## config.mk

```make
export PLATFORM = sky130hd
export DESIGN_NAME = ethernet_ipv4_header_parser
export DESIGN_NICKNAME = d
export VERILOG_FILES = /design/src/sv/eiphp_pkg.sv /design/src/sv/eiphp_capture.sv /design/src/sv/ethernet_ipv4_header_parser.sv
export VERILOG_INCLUDE_DIRS = /design/src /design/src/sv
export SDC_FILE = /design/constraint.sdc
export NUM_CORES = 1
export LEC_CHECK = 0
export BUFFER_PORTS_ARGS = -buffer_cell sky130_fd_sc_hd__buf_2
export CORE_UTILIZATION = 60
export DETAILED_ROUTE_END_ITERATION = 10
export GPL_TIMING_DRIVEN = 0
export PLACE_DENSITY = 0.89
export SETUP_SLACK_MARGIN = 0.15
export SLEW_MARGIN = 15
export SYNTH_ARGS = -nofsm -noshare
export SYNTH_HDL_FRONTEND = slang
export SYNTH_HIERARCHICAL = 1
export SYNTH_SLANG_ARGS = --single-unit
export TNS_END_PERCENT = 20
```

## constraint.sdc

```tcl
create_clock -name i_clk -period 16 [get_ports i_clk]
set_clock_uncertainty 0.2 [all_clocks]
set_input_delay 3.2 -clock i_clk [delete_from_list [all_inputs] [get_ports i_clk]]
set_output_delay 3.2 -clock i_clk [all_outputs]
set_load 0.005 [all_outputs]
```

## src/sv/ethernet_ipv4_header_parser_defines.svh

```systemverilog
// assertion macros used by the header parser rtl
`ifndef ETHERNET_IPV4_HEADER_PARSER_DEFINES_SVH
`define ETHERNET_IPV4_HEADER_PARSER_DEFINES_SVH

// same-cycle implication, checked on i_clk outside reset
`define EIPHP_ASSERT_NOW(label, ante, cons, msg) \
    label: assert property (@(posedge i_clk) disable iff (!i_rst_n) (ante) |-> (cons)) \
        else $error(msg);

// next-cycle implication, checked on i_clk outside reset
`define EIPHP_ASSERT_NEXT(label, ante, cons, msg) \
    label: assert property (@(posedge i_clk) disable iff (!i_rst_n) (ante) |=> (cons)) \
        else $error(msg);

`endif

```

## src/sv/eiphp_pkg.sv

```systemverilog
// types, constants and offsets for the ethernet ipv4 header parser
package eiphp_pkg;

    localparam int COUNT_WIDTH_DEF = 16;

    // capture length as seen by the checks, clamped to 7 bits
    localparam int LEN_W = 7;
    localparam logic [LEN_W-1:0] LEN_CLAMP = 7'd127;

    localparam logic [LEN_W-1:0] ETH_HDR_LEN  = 7'd14;
    localparam logic [LEN_W-1:0] MIN_CAPTURE  = 7'd34;
    localparam logic [15:0]      ETYPE_IPV4   = 16'h0800;
    localparam logic [3:0]       IP_VERSION_4 = 4'd4;
    localparam logic [3:0]       IHL_MIN      = 4'd5;

    // frame offsets of the latched fields
    localparam int POS_W = 6;
    localparam logic [POS_W-1:0] OFF_ETYPE    = 6'd12;
    localparam logic [POS_W-1:0] OFF_VER_IHL  = 6'd14;
    localparam logic [POS_W-1:0] OFF_TOT_LEN  = 6'd16;
    localparam logic [POS_W-1:0] OFF_FRAG     = 6'd20;
    localparam logic [POS_W-1:0] OFF_TTL      = 6'd22;
    localparam logic [POS_W-1:0] OFF_PROTO    = 6'd23;
    localparam logic [POS_W-1:0] OFF_SRC      = 6'd26;
    localparam logic [POS_W-1:0] OFF_DST      = 6'd30;
    localparam logic [POS_W-1:0] OFF_NONE     = 6'd63;

    typedef enum logic [2:0] {
        ST_OK        = 3'd0,
        ST_SHORT     = 3'd1,
        ST_NOT_IPV4  = 3'd2,
        ST_BAD_VER   = 3'd3,
        ST_IHL_SMALL = 3'd4,
        ST_TRUNC     = 3'd5
    } t_status;

    // header fields as they stand after the current beat
    typedef struct packed {
        logic [LEN_W-1:0] cap_len;
        logic [15:0]      ethertype;
        logic [7:0]       version_ihl;
        logic [15:0]      tot_len;
        logic [15:0]      frag_word;
        logic [7:0]       ttl;
        logic [7:0]       protocol;
        logic [31:0]      src_addr;
        logic [31:0]      dst_addr;
    } t_hdr;

endpackage

```

## src/sv/eiphp_capture.sv

```systemverilog
// byte counter and fixed-offset field latches for the header parser
module eiphp_capture #(
    parameter int COUNT_WIDTH = eiphp_pkg::COUNT_WIDTH_DEF
) (
    input  logic             i_clk,
    input  logic             i_rst_n,
    input  logic             i_beat,
    input  logic [7:0]       i_byte,
    input  logic             i_last,
    output eiphp_pkg::t_hdr  o_view
);
    import eiphp_pkg::*;

    localparam logic [COUNT_WIDTH-1:0] PosLimit = COUNT_WIDTH'(64);
    localparam logic [COUNT_WIDTH-1:0] LenLimit = COUNT_WIDTH'(LEN_CLAMP);

    logic [COUNT_WIDTH-1:0] r_count, n_count;
    logic [15:0] r_etype, n_etype;
    logic [7:0]  r_ver_ihl, n_ver_ihl;
    logic [15:0] r_tot_len, n_tot_len;
    logic [15:0] r_frag, n_frag;
    logic [7:0]  r_ttl, n_ttl;
    logic [7:0]  r_proto, n_proto;
    logic [31:0] r_src, n_src;
    logic [31:0] r_dst, n_dst;
    logic [POS_W-1:0] pos;
    logic             saturated;

    assign saturated = (r_count == '1);
    // every latch offset is below 64, larger counts map to an unused slot
    assign pos = (r_count < PosLimit) ? r_count[POS_W-1:0] : OFF_NONE;

    always_comb begin
        n_count   = r_count;
        n_etype   = r_etype;
        n_ver_ihl = r_ver_ihl;
        n_tot_len = r_tot_len;
        n_frag    = r_frag;
        n_ttl     = r_ttl;
        n_proto   = r_proto;
        n_src     = r_src;
        n_dst     = r_dst;
        if (!saturated) begin
            n_count = r_count + 1'b1;
            unique case (pos)
                OFF_ETYPE, OFF_ETYPE + 6'd1:        n_etype   = {r_etype[7:0], i_byte};
                OFF_VER_IHL:                        n_ver_ihl = i_byte;
                OFF_TOT_LEN, OFF_TOT_LEN + 6'd1:    n_tot_len = {r_tot_len[7:0], i_byte};
                OFF_FRAG, OFF_FRAG + 6'd1:          n_frag    = {r_frag[7:0], i_byte};
                OFF_TTL:                            n_ttl     = i_byte;
                OFF_PROTO:                          n_proto   = i_byte;
                OFF_SRC, OFF_SRC + 6'd1,
                OFF_SRC + 6'd2, OFF_SRC + 6'd3:     n_src     = {r_src[23:0], i_byte};
                OFF_DST, OFF_DST + 6'd1,
                OFF_DST + 6'd2, OFF_DST + 6'd3:     n_dst     = {r_dst[23:0], i_byte};
                default: ;
            endcase
        end
    end

    always_comb begin
        o_view.cap_len     = (n_count > LenLimit) ? LEN_CLAMP : n_count[LEN_W-1:0];
        o_view.ethertype   = n_etype;
        o_view.version_ihl = n_ver_ihl;
        o_view.tot_len     = n_tot_len;
        o_view.frag_word   = n_frag;
        o_view.ttl         = n_ttl;
        o_view.protocol    = n_proto;
        o_view.src_addr    = n_src;
        o_view.dst_addr    = n_dst;
    end

    always_ff @(posedge i_clk) begin
        if (!i_rst_n || (i_beat && i_last)) begin
            // rearm for the next frame
            r_count   <= '0;
            r_etype   <= '0;
            r_ver_ihl <= '0;
            r_tot_len <= '0;
            r_frag    <= '0;
            r_ttl     <= '0;
            r_proto   <= '0;
            r_src     <= '0;
            r_dst     <= '0;
        end else if (i_beat) begin
            r_count   <= n_count;
            r_etype   <= n_etype;
            r_ver_ihl <= n_ver_ihl;
            r_tot_len <= n_tot_len;
            r_frag    <= n_frag;
            r_ttl     <= n_ttl;
            r_proto   <= n_proto;
            r_src     <= n_src;
            r_dst     <= n_dst;
        end
    end

endmodule

```

## src/sv/ethernet_ipv4_header_parser.sv

```systemverilog
// Ethernet/IPv4 header parser: takes one frame byte per beat (wire order, last byte marked)
// and returns one result beat per frame on its last byte, either a reject status with all
// other fields zero or the parsed IPv4 header fields. One byte is accepted every cycle unless
// input is stalled; the byte passes through an input register, then the counter and field
// latches plus the checks load the result register, which drives the result beat. A result
// waiting on i_ready stalls input only when the next byte is also a last byte. The byte
// counter is COUNT_WIDTH bits and saturates; long frames are still judged right.
module ethernet_ipv4_header_parser #(
    parameter int COUNT_WIDTH = eiphp_pkg::COUNT_WIDTH_DEF
) (
    input  logic        i_clk,
    input  logic        i_rst_n,
    input  logic        i_valid,
    output logic        o_ready,
    input  logic [7:0]  i_frame_byte,
    input  logic        i_last_byte,
    output logic        o_valid,
    input  logic        i_ready,
    output logic [2:0]  o_status,
    output logic [31:0] o_source_address,
    output logic [31:0] o_destination_address,
    output logic [7:0]  o_protocol_number,
    output logic [7:0]  o_time_to_live,
    output logic [15:0] o_packet_length,
    output logic [5:0]  o_header_bytes,
    output logic        o_fragmented,
    output logic [6:0]  o_l4_offset
);
    import eiphp_pkg::*;

    `include "ethernet_ipv4_header_parser_defines.svh"

    logic        r_in_valid;
    logic [7:0]  r_in_byte;
    logic        r_in_last;
    logic        r_out_valid;
    t_status     r_status, n_status;
    logic [31:0] r_src, n_src;
    logic [31:0] r_dst, n_dst;
    logic [7:0]  r_proto, n_proto;
    logic [7:0]  r_ttl, n_ttl;
    logic [15:0] r_len, n_len;
    logic [5:0]  r_hbytes, n_hbytes;
    logic        r_frag, n_frag;
    logic [6:0]  r_toff, n_toff;

    t_hdr        view;
    logic        out_free;
    logic        consume;
    logic        emit;
    logic [3:0]  ihl;
    logic [5:0]  hbytes;
    logic [6:0]  hdr_end;

    assign out_free = !r_out_valid || i_ready;
    assign consume  = r_in_valid && (!r_in_last || out_free);
    assign emit     = consume && r_in_last;
    assign o_ready  = !r_in_valid || consume;

    eiphp_capture #(
        .COUNT_WIDTH (COUNT_WIDTH)
    ) u_capture (
        .i_clk   (i_clk),
        .i_rst_n (i_rst_n),
        .i_beat  (consume),
        .i_byte  (r_in_byte),
        .i_last  (r_in_last),
        .o_view  (view)
    );

    assign ihl     = view.version_ihl[3:0];
    assign hbytes  = {ihl, 2'b00};
    assign hdr_end = ETH_HDR_LEN + {1'b0, hbytes};

    always_comb begin
        priority if (view.cap_len < MIN_CAPTURE) begin
            n_status = ST_SHORT;
        end else if (view.ethertype != ETYPE_IPV4) begin
            n_status = ST_NOT_IPV4;
        end else if (view.version_ihl[7:4] != IP_VERSION_4) begin
            n_status = ST_BAD_VER;
        end else if (ihl < IHL_MIN) begin
            n_status = ST_IHL_SMALL;
        end else if (view.cap_len < hdr_end) begin
            n_status = ST_TRUNC;
        end else begin
            n_status = ST_OK;
        end
    end

    always_comb begin
        n_src    = '0;
        n_dst    = '0;
        n_proto  = '0;
        n_ttl    = '0;
        n_len    = '0;
        n_hbytes = '0;
        n_frag   = 1'b0;
        n_toff   = '0;
        if (n_status == ST_OK) begin
            n_src    = view.src_addr;
            n_dst    = view.dst_addr;
            n_proto  = view.protocol;
            n_ttl    = view.ttl;
            n_len    = view.tot_len;
            n_hbytes = hbytes;
            // more-fragments flag or nonzero offset
            n_frag   = |view.frag_word[13:0];
            n_toff   = hdr_end;
        end
    end

    always_ff @(posedge i_clk) begin
        if (!i_rst_n) begin
            r_in_valid <= 1'b0;
        end else if (o_ready) begin
            r_in_valid <= i_valid;
        end
    end

    always_ff @(posedge i_clk) begin
        if (o_ready && i_valid) begin
            r_in_byte <= i_frame_byte;
            r_in_last <= i_last_byte;
        end
    end

    always_ff @(posedge i_clk) begin
        if (!i_rst_n) begin
            r_out_valid <= 1'b0;
        end else if (emit) begin
            r_out_valid <= 1'b1;
        end else if (i_ready) begin
            r_out_valid <= 1'b0;
        end
    end

    always_ff @(posedge i_clk) begin
        if (emit) begin
            r_status <= n_status;
            r_src    <= n_src;
            r_dst    <= n_dst;
            r_proto  <= n_proto;
            r_ttl    <= n_ttl;
            r_len    <= n_len;
            r_hbytes <= n_hbytes;
            r_frag   <= n_frag;
            r_toff   <= n_toff;
        end
    end

    assign o_valid               = r_out_valid;
    assign o_status              = r_status;
    assign o_source_address      = r_src;
    assign o_destination_address = r_dst;
    assign o_protocol_number     = r_proto;
    assign o_time_to_live        = r_ttl;
    assign o_packet_length       = r_len;
    assign o_header_bytes        = r_hbytes;
    assign o_fragmented          = r_frag;
    assign o_l4_offset           = r_toff;

    `EIPHP_ASSERT_NOW(a_reject_zeroed, r_out_valid && (r_status != ST_OK), (r_src == '0) && (r_dst == '0) && (r_len == '0) && (r_hbytes == '0) && (r_toff == '0) && !r_frag, "reject result carries nonzero fields")
    `EIPHP_ASSERT_NOW(a_ok_offset, r_out_valid && (r_status == ST_OK), (r_hbytes >= 6'd20) && (r_toff == ETH_HDR_LEN + {1'b0, r_hbytes}), "accepted header has inconsistent length")
    `EIPHP_ASSERT_NEXT(a_last_emits, emit, r_out_valid, "last byte produced no result")
    `EIPHP_ASSERT_NOW(a_empty_ready, !r_in_valid, o_ready, "empty input register refuses a byte")
    `EIPHP_ASSERT_NOW(a_no_overwrite, r_out_valid && !i_ready, !emit, "pending result overwritten")

endmodule

```

==> summary.md, run 1 <==
| Metric | Value |
|---|---|
| Std-Cell Rows | `53` |
| Largest net degree at the start of global routing | `35` |
| # placed instances | `1645` |
| Critical Path RT | `12600 ps` |
| Crit Path Category | `input pin to output pin` |
| Layer with the highest usage | `met2` |
| Pwr Density | `92.1 nW/um^2` |
| GPL Wtd Cong | `0.891` |
| Final Cycle Share | `45.9%` |
| Fin worst setup slack | `8660 ps` |
| Worst skew pair latency | `540 ps` |
| Met1 usage | `35.2%` |
| Number of DRC markers in iteration 0 | `746` |
| Post-Layout Cell Count | `1696` |
| Congestion Overflow GR | `0` |
| Synth Area per Inst | `10.4 sq um` |
| Routed WL | `31600 um` |
| Max Fclk | `136 MHz` |
| Place WS | `8650 ps` |
| Setup Fix Bufs, Post-CTS | `0` |
| Min-delay worst type | `flop to flop` |
| I/O Buffers | `124` |
| CP max-delay cell | `nor2b_1` |
| Post-route DRC | `0` |
| Max-Cap Viols | `0` |
| Global-route wire length before repair | `49000 um` |
| Std-Cell Core Area | `21100 sq um` |
| Post-DP Area | `14000 sq um` |
| Final critical-path required period | `7340 ps` |
| Routed vias/inst | `5.85` |
| H-tree levels | `1` |
| PostCTS Resize Cnt | `0` |
| Sum of buffers and inverters on the critical path | `2` |
| RSZ-0062 raised after global routing | `no` |
| Max Fanout on Critical Path | `5` |
| Clock Pin Slew Worst Setup and Hold Paths | `60 ps` |
| Gate count of the mapped netlist | `1241` |
| Antenna violations before repair | `1` |
| Worst stage delay on the critical path | `350 ps` |
| Setup Viol. Count Final | `0` |
| HPWL after DPL | `22100 um` |
| Leakage power total | `5.13 nW` |
| Fin. Hold Viols | `0` |
| Slew Limit Fails | `0` |
| Routed Antenna Nets | `0` |
| Yosys warns | `6` |
| Slew @ Worst Pin | `871 ps` |
| Met3 GRT Util | `6.21%` |
| Initial Util | `61.5%` |
| Crit-path most repeated cell | `buf_2` |
| Post-Layout Inst Area | `14800 sq um` |
| Fin nets | `1419` |
| Num CTS Buffers | `27` |
| Max rail drop VDD | `0.0000789 V` |
| Commonest non-fill, non-tap cell in the layout | `dfxtp_1` |
| CP endpoint kind | `output pin` |
| Rel. slew slack | `41.9%` |
| Avg WL per Cell | `18.6 um` |
| Nature of the critical path startpoint | `input pin` |
| Total global-route track usage | `28.3%` |
| IO Count | `128` |
| Layout cells sized above 1 | `27.4%` |
| CP Data Arrival Time | `3940 ps` |
| CTS Buffer Depth | `3` |
| Setup TNS | `0 ps` |
| Hold buffers post-CTS | `0` |
| Root buf cell | `clkbuf_16` |
| Sink Count | `271` |
| Die Y | `149 um` |
| Overall via count from detail_route | `9928` |
| Most frequent cells in the layout | `dfxtp_1 (152), buf_2 (150), mux2_2 (135), edfxtp_1 (119), nand2_1 (105)` |
| Die Span X | `149 um` |
| Synthesized area | `13000 sq um` |
| Status | `finished, final reports clean` |
| TritonCTS clock tree | `yes` |
| DRT Pass-1 Iters | `5` |
| Worst-path cell chain | `buf_2 > nor2b_1 > nand3_1 > buf_2` |
| Vias in the first global route | `9534` |
| Die area | `22200 sq um` |
| Family with the most delay on the worst path | `simple AND/OR/NAND/NOR gates` |
| M2 GR Usage | `46.9%` |
| Area Overhead vs Synth | `14.3%` |
-- worst paths after layout --
kind / to / slack [ps] / depth (start not counted) / startpoint
worst max register to register: o_destination_address[18] / 10850 / 17 / u_capture/r_count[11]
worst min register to register: u_capture/r_etype[14] / 260 / 2 / u_capture/r_etype[14]
worst min-delay path: u_capture/r_etype[14] / 260 / 2 / u_capture/r_etype[14]
worst max-delay path: o_ready / 8660 / 4 / i_ready
-- per-stage QoR --
| stage | utilization, % | total power [W] | hold WS, ps |
|---|---|---|---|
| finish | 70.2 | 0.00136 | 256 |
| global route | 70.2 | 0.00140 | 270 |
| CTS | 70.2 | 0.00137 | 255 |
| detailed placement | 66.4 | 0.000797 | 246 |
| global placement | 66.1 | 0.000796 | 235 |
| floorplan | - | 0.000773 | 229 |
-- metal layers --
| metal | vias up | share of wire, % | wire, um |
|---|---|---|---|
| met5 | - | 0 | 0 |
| li1 | 4626 | - | - |
| met3 | 112 | 8.4 | 2660 |
| met1 | 4723 | 40 | 12600 |
| met4 | 0 | 4.1 | 1290 |
| met2 | 467 | 48 | 15100 |
-- state kept, by name, indices dropped and copies added (netlist names), 16 cells and up --
| name | count |
|---|---|
| o_packet_length | 16 |
| u_capture/r_dst | 32 |
| o_destination_address | 32 |
| u_capture/r_tot_len | 16 |
| u_capture/r_count | 16 |
| o_source_address | 32 |
| u_capture/r_src | 32 |
| u_capture/r_etype | 16 |
-- cell type report --
type                    count  area (sq um)
repair buffers            127           681
multi-input cells         764          5390
clock buffers              39           742
clock inverters            11          58.8
well taps                 275           344
diodes                      1          2.50
plain buffers             104           582
flip-flops and latches    271          6620
fillers                  1452          6280
inverters                 104           390
-- worst reg2reg max path, delay by kind of cell, from the launching register on --
| kind | cells | cell delay, ps |
|---|---|---|
| AO/OA/AOI/OAI | 3 | 870 |
| multiplexers | 1 | 370 |
| AND/OR/NAND/NOR | 6 | 1340 |
| adder cells (fa/ha/maj) | 2 | 550 |
| flip-flops | 1 | 300 |
| buffers and inverters | 5 | 1240 |
-- power breakdown --
| part | switching, W | internal, W | total, W |
|---|---|---|---|
| clock | 0.000258 | 0.000322 | 0.000580 |
| combinational | 0.0000321 | 0.0000136 | 0.0000457 |
| sequential | 0.00000571 | 0.000732 | 0.000737 |
| total | 0.000296 | 0.00107 | 0.00136 |
Note: power is estimated with default switching activity, not from simulation.
==> run 2: changes to the inputs <==
--- a/config.mk
+++ b/config.mk
@@ -7,10 +7,10 @@
 export NUM_CORES = 1
 export LEC_CHECK = 0
 export BUFFER_PORTS_ARGS = -buffer_cell sky130_fd_sc_hd__buf_2
-export CORE_UTILIZATION = 60
+export CORE_UTILIZATION = 54
 export DETAILED_ROUTE_END_ITERATION = 10
 export GPL_TIMING_DRIVEN = 0
-export PLACE_DENSITY = 0.89
+export PLACE_DENSITY = 0.85
 export SETUP_SLACK_MARGIN = 0.15
 export SLEW_MARGIN = 15
 export SYNTH_ARGS = -nofsm -noshare
==> constraint.sdc (replaced) <==
create_clock -name i_clk -period 6.6 [get_ports i_clk]
set_clock_uncertainty 0.2 [all_clocks]
set_input_delay 1.32 -clock i_clk [delete_from_list [all_inputs] [get_ports i_clk]]
set_output_delay 1.32 -clock i_clk [all_outputs]
set_load 0.005 [all_outputs]
==> summary.md, run 2 (synthesized netlist as in run 1, its figures left out) <==
| Metric | Value |
|---|---|
| Status | `finished, final reports clean` |
| Post-route DRC | `0 (unchanged)` |
| Commonest non-fill, non-tap cell in the layout | `dfxtp_1` |
| Initial Util | `55.2% (-6.2 points)` |
| Routed Antenna Nets | `0 (unchanged)` |
| Post-Layout Inst Area | `15000 sq um (+1.0%)` |
| Family with the most delay on the worst path | `simple AND/OR/NAND/NOR gates` |
| Root buf cell | `clkbuf_16` |
| Comb power frac | `3.2% (about the same)` |
| Worst stage delay on the critical path | `610 ps (+260 ps)` |
| Routed vias/inst | `5.64 (-3.7%)` |
| Clock power frac | `45.1% (+2.5 points)` |
| Critical Path RT | `6660 ps (-5940 ps)` |
| Pwr Density | `231 nW/um^2 (+150%)` |
| Fin nets | `1420 (+0.070%)` |
| RSZ-0062 raised after global routing | `no` |
| Flop pwr share | `51.7% (-2.4 points)` |
| Final Cycle Share | `77.6%` |
| Switching part of the total | `21.1% (-0.62 points)` |
| Most frequent cells in the layout | `dfxtp_1 (152), buf_2 (150), mux2_2 (135), edfxtp_1 (119), nand2_1 (105)` |
| Max-Cap Viols | `0 (unchanged)` |
| Vias in the first global route | `9473 (-0.64%)` |
| Hold buffers post-CTS | `0 (unchanged)` |
| Area Overhead vs Synth | `15.5%` |
| Std-Cell Core Area | `23500 sq um (+11%)` |
| Setup Fix Bufs, Post-CTS | `0 (unchanged)` |
| H-tree levels | `1 (unchanged)` |
| Max Fanout on Critical Path | `10 (+5)` |
| GPL Wtd Cong | `0.917 (+3.0%)` |
| Num CTS Buffers | `27 (unchanged)` |
| Slew Limit Fails | `0 (unchanged)` |
| Min-delay worst type | `flop to flop` |
| Die area | `24600 sq um (+11%)` |
| Clock Pin Slew Worst Setup and Hold Paths | `60 ps (about the same)` |
| HPWL after DPL | `22200 um (+0.61%)` |
| Largest net degree at the start of global routing | `35 (unchanged)` |
| Sum of buffers and inverters on the critical path | `5 (+3)` |
| Sink Count | `271 (unchanged)` |
| CP Data Arrival Time | `5180 ps (+1240 ps)` |
| Die Y | `157 um (+5.3%)` |
| I/O Buffers | `124 (unchanged)` |
| CTS Buffer Depth | `3 (unchanged)` |
| Std-Cell Rows | `56 (+5.7%)` |
| CP max-delay cell | `o22ai_1` |
| Max rail drop VDD | `0.000250 V (+220%)` |
| Avg WL per Cell | `18.1 um (-2.7%)` |
| Post-DP Area | `14100 sq um (+0.47%)` |
| Nature of the critical path startpoint | `flop` |
| Psw | `0.000729 W (+150%)` |
| IO Count | `128 (unchanged)` |
| Internal power | `0.00273 W (+160%)` |
| Leakage power total | `5.15 nW (+0.53%)` |
| Routed WL | `31500 um (-0.28%)` |
| TritonCTS clock tree | `yes` |
| CP endpoint kind | `flop` |
| Die Span X | `157 um (+5.3%)` |
| Setup Viol. Count Final | `0 (unchanged)` |
| DRT Pass-1 Iters | `5 (unchanged)` |
| PostCTS Resize Cnt | `0 (unchanged)` |
| Setup TNS | `0 ps (unchanged)` |
| Crit Path Category | `flop to flop` |
| Layout cells sized above 1 | `27.7% (+0.28 points)` |
| Worst skew pair latency | `530 ps (about the same)` |
| N_diodes | `0 (-1)` |
| Max Fclk | `195 MHz` |
| Antenna violations before repair | `0 (-1)` |
| Total global-route track usage | `26.0% (-2.3 points)` |
| Final critical-path required period | `5120 ps` |
| Fin. Hold Viols | `0 (unchanged)` |
| Worst-path cell chain | `clkbuf_8 > nor4_4 > and4b_1 > buf_2 > nand2_1 > mux2_2 > inv_1 > ha_1 > nor2b_1 > nand2_1 > ha_1 > a21oi_1 > o21ai_0 > o22ai_1 > clkbuf_1 > buf_1 > nor3_1` |
| Congestion Overflow GR | `0 (unchanged)` |
| Rel. slew slack | `37.9% (-4.0 points)` |
| Global-route wire length before repair | `49800 um (+1.6%)` |
| Number of DRC markers in iteration 0 | `844 (+13%)` |
| Overall via count from detail_route | `9808 (-1.2%)` |
| Slew @ Worst Pin | `931 ps (+60.4 ps)` |
run 2: worst min-delay path: stages, from the launching register on:
cell,delay (ps)
dfxtp_1,310
nand2_1,50
a21oi_1,50
run 2: through the flow:
stage	total power, W	hold WS (ps)	setup WS, ps	util (%)	std cells
final	0.00346	251	1480	63.7	1739
after global routing	0.00355	273	1270	63.7	1739
after CTS	0.00347	254	1580	63.7	1739
after detailed placement	0.00193	246	1620	59.9	1690
after global placement	0.00193	236	553	59.6	1686
after floorplan	0.00187	229	1680	-	1243
run 2: final timing paths:
kind,to,from,slack (ps),depth (start not counted)
max reg2reg,o_destination_address[20],u_capture/r_count[11],1480,17
min reg2reg,u_capture/r_etype[11],u_capture/r_etype[11],250,2
min,u_capture/r_etype[11],u_capture/r_etype[11],250,2
max,o_destination_address[20],u_capture/r_count[11],1480,17
run 2: power by group through the flow:
stage | registers [W] | clock network (W) | logic (W)
after floorplan | 0.00182 | 0 | 0.0000470
after global routing | 0.00179 | 0.00164 | 0.000120
after CTS | 0.00179 | 0.00158 | 0.000109
final | 0.00179 | 0.00156 | 0.000110
after detailed placement | 0.00182 | 0 | 0.000108
after global placement | 0.00182 | 0 | 0.000104
run 2: routing by layer:
metal,track usage [%],part of all wire (%),vias to the layer above,wire (um)
met1,33.0,42,4682,13200
li1,-,-,4610,-
met5,0,0,-,0
met4,11.5,4.0,0,1270
met2,43.7,48,416,15000
met3,4.02,6.7,100,2100
run 2: final cells by class:
| type | count | area [sq um] |
|---|---|---|
| multi-input cells | 764 | 5390 |
| inverters | 104 | 390 |
| plain buffers | 104 | 582 |
| repair buffers | 128 | 692 |
| clock inverters | 15 | 185 |
| fillers | 1838 | 8510 |
| flip-flops and latches | 271 | 6620 |
| clock buffers | 34 | 712 |
| well taps | 319 | 399 |
==> run 3: changes to the inputs <==
--- a/config.mk
+++ b/config.mk
@@ -7,10 +7,10 @@
 export NUM_CORES = 1
 export LEC_CHECK = 0
 export BUFFER_PORTS_ARGS = -buffer_cell sky130_fd_sc_hd__buf_2
-export CORE_UTILIZATION = 54
+export CORE_UTILIZATION = 60
 export DETAILED_ROUTE_END_ITERATION = 10
 export GPL_TIMING_DRIVEN = 0
-export PLACE_DENSITY = 0.85
+export PLACE_DENSITY = 0.89
 export SETUP_SLACK_MARGIN = 0.15
 export SLEW_MARGIN = 15
 export SYNTH_ARGS = -nofsm -noshare
==> constraint.sdc (replaced) <==
create_clock -name i_clk -period 4.85 [get_ports i_clk]
set_clock_uncertainty 0.2 [all_clocks]
set_input_delay 0.97 -clock i_clk [delete_from_list [all_inputs] [get_ports i_clk]]
set_output_delay 0.97 -clock i_clk [all_outputs]
set_load 0.005 [all_outputs]
==> summary.md, run 3 (synthesized netlist as in run 1, its figures left out) <==
| Metric | Value |
|---|---|
| Status | `finished, final reports clean` |
| Max-Cap Viols | `0 (unchanged)` |
| Depth of the most critical reg-to-reg path | `17 (unchanged)` |
| Routed vias/inst | `5.87 (+4.0%)` |
| HPWL after DPL | `22400 um (+1.2%)` |
| DRT Pass-1 Iters | `6 (+1)` |
| Worst r2r src | `u_capture/r_count[11]` |
| N_diodes | `0 (unchanged)` |
| Rel. slew slack | `36.9% (-1.0 points)` |
| Fin nets | `1420 (unchanged)` |
| TritonCTS clock tree | `yes` |
| Die Y | `149 um (-5.1%)` |
| Slew Limit Fails | `0 (unchanged)` |
| Worst-path cell chain | `clkbuf_8 > nor4_4 > and4b_1 > buf_2 > nand2_1 > mux2_2 > inv_1 > ha_1 > nor2b_2 > nand2_1 > ha_1 > a21oi_1 > o21ai_2 > o22ai_4 > clkbuf_2 > clkbuf_4 > nor3_2` |
| Hold Path Depth | `2 (unchanged)` |
| Avg WL per Cell | `19.1 um (+5.6%)` |
| Number of DRC markers in iteration 0 | `757 (-10%)` |
| Worst skew pair latency | `540 ps (about the same)` |
| Initial Util | `61.5% (+6.2 points)` |
| Max Fanout on Critical Path | `10 (unchanged)` |
| I/O Buffers | `124 (unchanged)` |
| Comb power frac | `3.3% (about the same)` |
| RSZ-0062 raised after global routing | `no` |
| Overall via count from detail_route | `9946 (+1.4%)` |
| Die area | `22200 sq um (-9.9%)` |
| Flop pwr share | `52.6% (+0.9 points)` |
| Routed Antenna Nets | `0 (unchanged)` |
| Psw | `0.000993 W (+36%)` |
| Largest net degree at the start of global routing | `35 (unchanged)` |
| Setup Viol. Count Final | `0 (unchanged)` |
| Clock power frac | `44.1% (-1.0 points)` |
| Met2 wire length | `16100 um (+7.3%)` |
| Place WS | `-161 ps (-1780 ps)` |
| Crit Path Category | `flop to flop` |
| Std-Cell Rows | `53 (-5.4%)` |
| Slew @ Worst Pin | `942 ps (+10.9 ps)` |
| Worst stage delay on the critical path | `370 ps (-240 ps)` |
| CP max-delay cell | `nor4_4` |
| Std-Cell Core Area | `21100 sq um (-10%)` |
| Pwr Density | `309 nW/um^2 (+34%)` |
| Max rail drop VDD | `0.000269 V (+7.3%)` |
| Final Power | `0.00462 W (+34%)` |
| Post-route DRC | `0 (unchanged)` |
| Die Span X | `149 um (-5.1%)` |
| Family with the most delay on the worst path | `simple AND/OR/NAND/NOR gates` |
| Congestion Overflow GR | `0 (unchanged)` |
| Area Overhead vs Synth | `15.3%` |
| Nature of the critical path startpoint | `flop` |
| Sum of buffers and inverters on the critical path | `5 (unchanged)` |
| Post-Layout Cell Count | `1695 (-2.5%)` |
| Hold path endpoint | `u_capture/r_etype[11]` |
| CP endpoint kind | `flop` |
| Metal-1 WL | `12900 um (-2.2%)` |
| Setup slack, reg-to-reg | `350 ps (-1130 ps)` |
| Num CTS Buffers | `27 (unchanged)` |
| Final Cycle Share | `92.8% (+15 points)` |
| Min-delay worst type | `flop to flop` |
| Antenna violations before repair | `0 (unchanged)` |
| Vias in the first global route | `9648 (+1.8%)` |
| H-tree levels | `1 (unchanged)` |
| Sink Count | `271 (unchanged)` |
| Total global-route track usage | `28.9% (+2.9 points)` |
| Fin worst setup slack | `349 ps (-1130 ps)` |
| # placed instances | `1645 (-2.7%)` |
| Max Fclk | `222 MHz (+14%)` |
| Critical Path RT | `4920 ps (-1740 ps)` |
| CTS Buffer Depth | `3 (unchanged)` |
| Root buf cell | `clkbuf_16` |
| Leakage power total | `5.17 nW (+0.42%)` |
| CP Data Arrival Time | `4570 ps (-610 ps)` |
| Commonest non-fill, non-tap cell in the layout | `dfxtp_1` |
| Switching part of the total | `21.5% (+0.38 points)` |
| WL met3 | `2350 um (+12%)` |
| Routed WL | `32400 um (+2.9%)` |
| Final critical-path required period | `4500 ps (-618 ps)` |
| Fin. Hold Viols | `0 (unchanged)` |
| Internal power | `0.00363 W (+33%)` |
| Clock Pin Slew Worst Setup and Hold Paths | `60 ps (about the same)` |
| Most frequent cells in the layout | `dfxtp_1 (152), buf_2 (149), mux2_2 (135), edfxtp_1 (119), nand2_1 (105)` |
| FF-to-FF End | `o_destination_address[10]` |
| Layout cells sized above 1 | `29.1% (+1.4 points)` |
| IO Count | `128 (unchanged)` |
| Highest metal used | `met4` |
| GPL Wtd Cong | `0.896 (-2.4%)` |
| Global-route wire length before repair | `50000 um (+0.36%)` |
| Hold path start | `u_capture/r_etype[11]` |
==> run 3: cell count changes in the layout (fill, tap and decap cells not counted), sizes merged <==
cell / previous run / this run
buf: 179 / 177
clkinv: 9 / 13
clkinvlp: 2 / 1
bufinv: 4 / 2
inv: 104 / 105
==> run 3: layout make-up <==
type / count / area (sq um)
clock inverter: 17 / 139
clock buffer: 32 / 726
fill: 1454 / 6150
tap: 275 / 344
timing repair buffer: 128 / 688
inverter: 104 / 390
buffer: 104 / 597
sequential: 271 / 6620
multi-input combinational: 764 / 5440
==> run 3: through the flow <==
step | setup TNS, ps | hold slack (ps) | instance area (sq um) | utilization, %
after floorplan | 0 | 229 | 13000 | -
after global placement | -109500 | 236 | 13900 | 66.1
after detailed placement | -2720 | 246 | 14000 | 66.4
after CTS | 0 | 255 | 14900 | 70.6
after global routing | 0 | 276 | 14900 | 70.9
final | 0 | 255 | 14900 | 70.9
==> run 3: timing repair <==
| action | CTS | global route |
|---|---|---|
| endpoints found under the setup margin | 43 | 106 |
| pin swaps | 1 | 0 |
| setup buffers | 1 | 0 |
| resized for setup | 2 | 28 |
| hold buffers | 0 | 0 |
==> run 3: worst max-delay path by stage <==
stage / startpoint / to / slack [ps] / cells past startpoint
global placement: i_ready / o_source_address[24] / -830 / 3
finish: u_capture/r_count[11] / o_destination_address[10] / 350 / 17
detailed placement: u_capture/r_count[11] / o_destination_address[20] / -160 / 17
floorplan: i_ready / o_destination_address[0] / 280 / 2
CTS: u_capture/r_count[11] / o_l4_offset[6] / 140 / 17
global route: u_capture/r_count[11] / o_destination_address[10] / 170 / 17
==> run 3: power by group through the flow <==
stage / Clock (W) / Combinational, W / Sequential, W
floorplan: 0 / 0.0000640 / 0.00248
global placement: 0 / 0.000141 / 0.00248
detailed placement: 0 / 0.000149 / 0.00248
CTS: 0.00205 / 0.000150 / 0.00243
global route: 0.00214 / 0.000163 / 0.00243
finish: 0.00204 / 0.000152 / 0.00243
==> run 3: worst register-to-register path, cell delays in order, from the launching register on <==
cell and delay [ps]:
dfxtp_1 310, clkbuf_8 170, nor4_4 370, and4b_1 230, buf_2 160, nand2_1 230
mux2_2 370, inv_1 100, ha_1 240, nor2b_2 210, nand2_1 120, ha_1 330
a21oi_1 170, o21ai_2 100, o22ai_4 260, clkbuf_2 310, clkbuf_4 300, nor3_2 80
==> run 3: routing by layer <==
metal | track usage [%] | vias up
met5 | 0 | -
met3 | 4.04 | 92
met4 | 11.6 | 0
met1 | 36.1 | 4769
met2 | 50.2 | 469
li1 | - | 4616
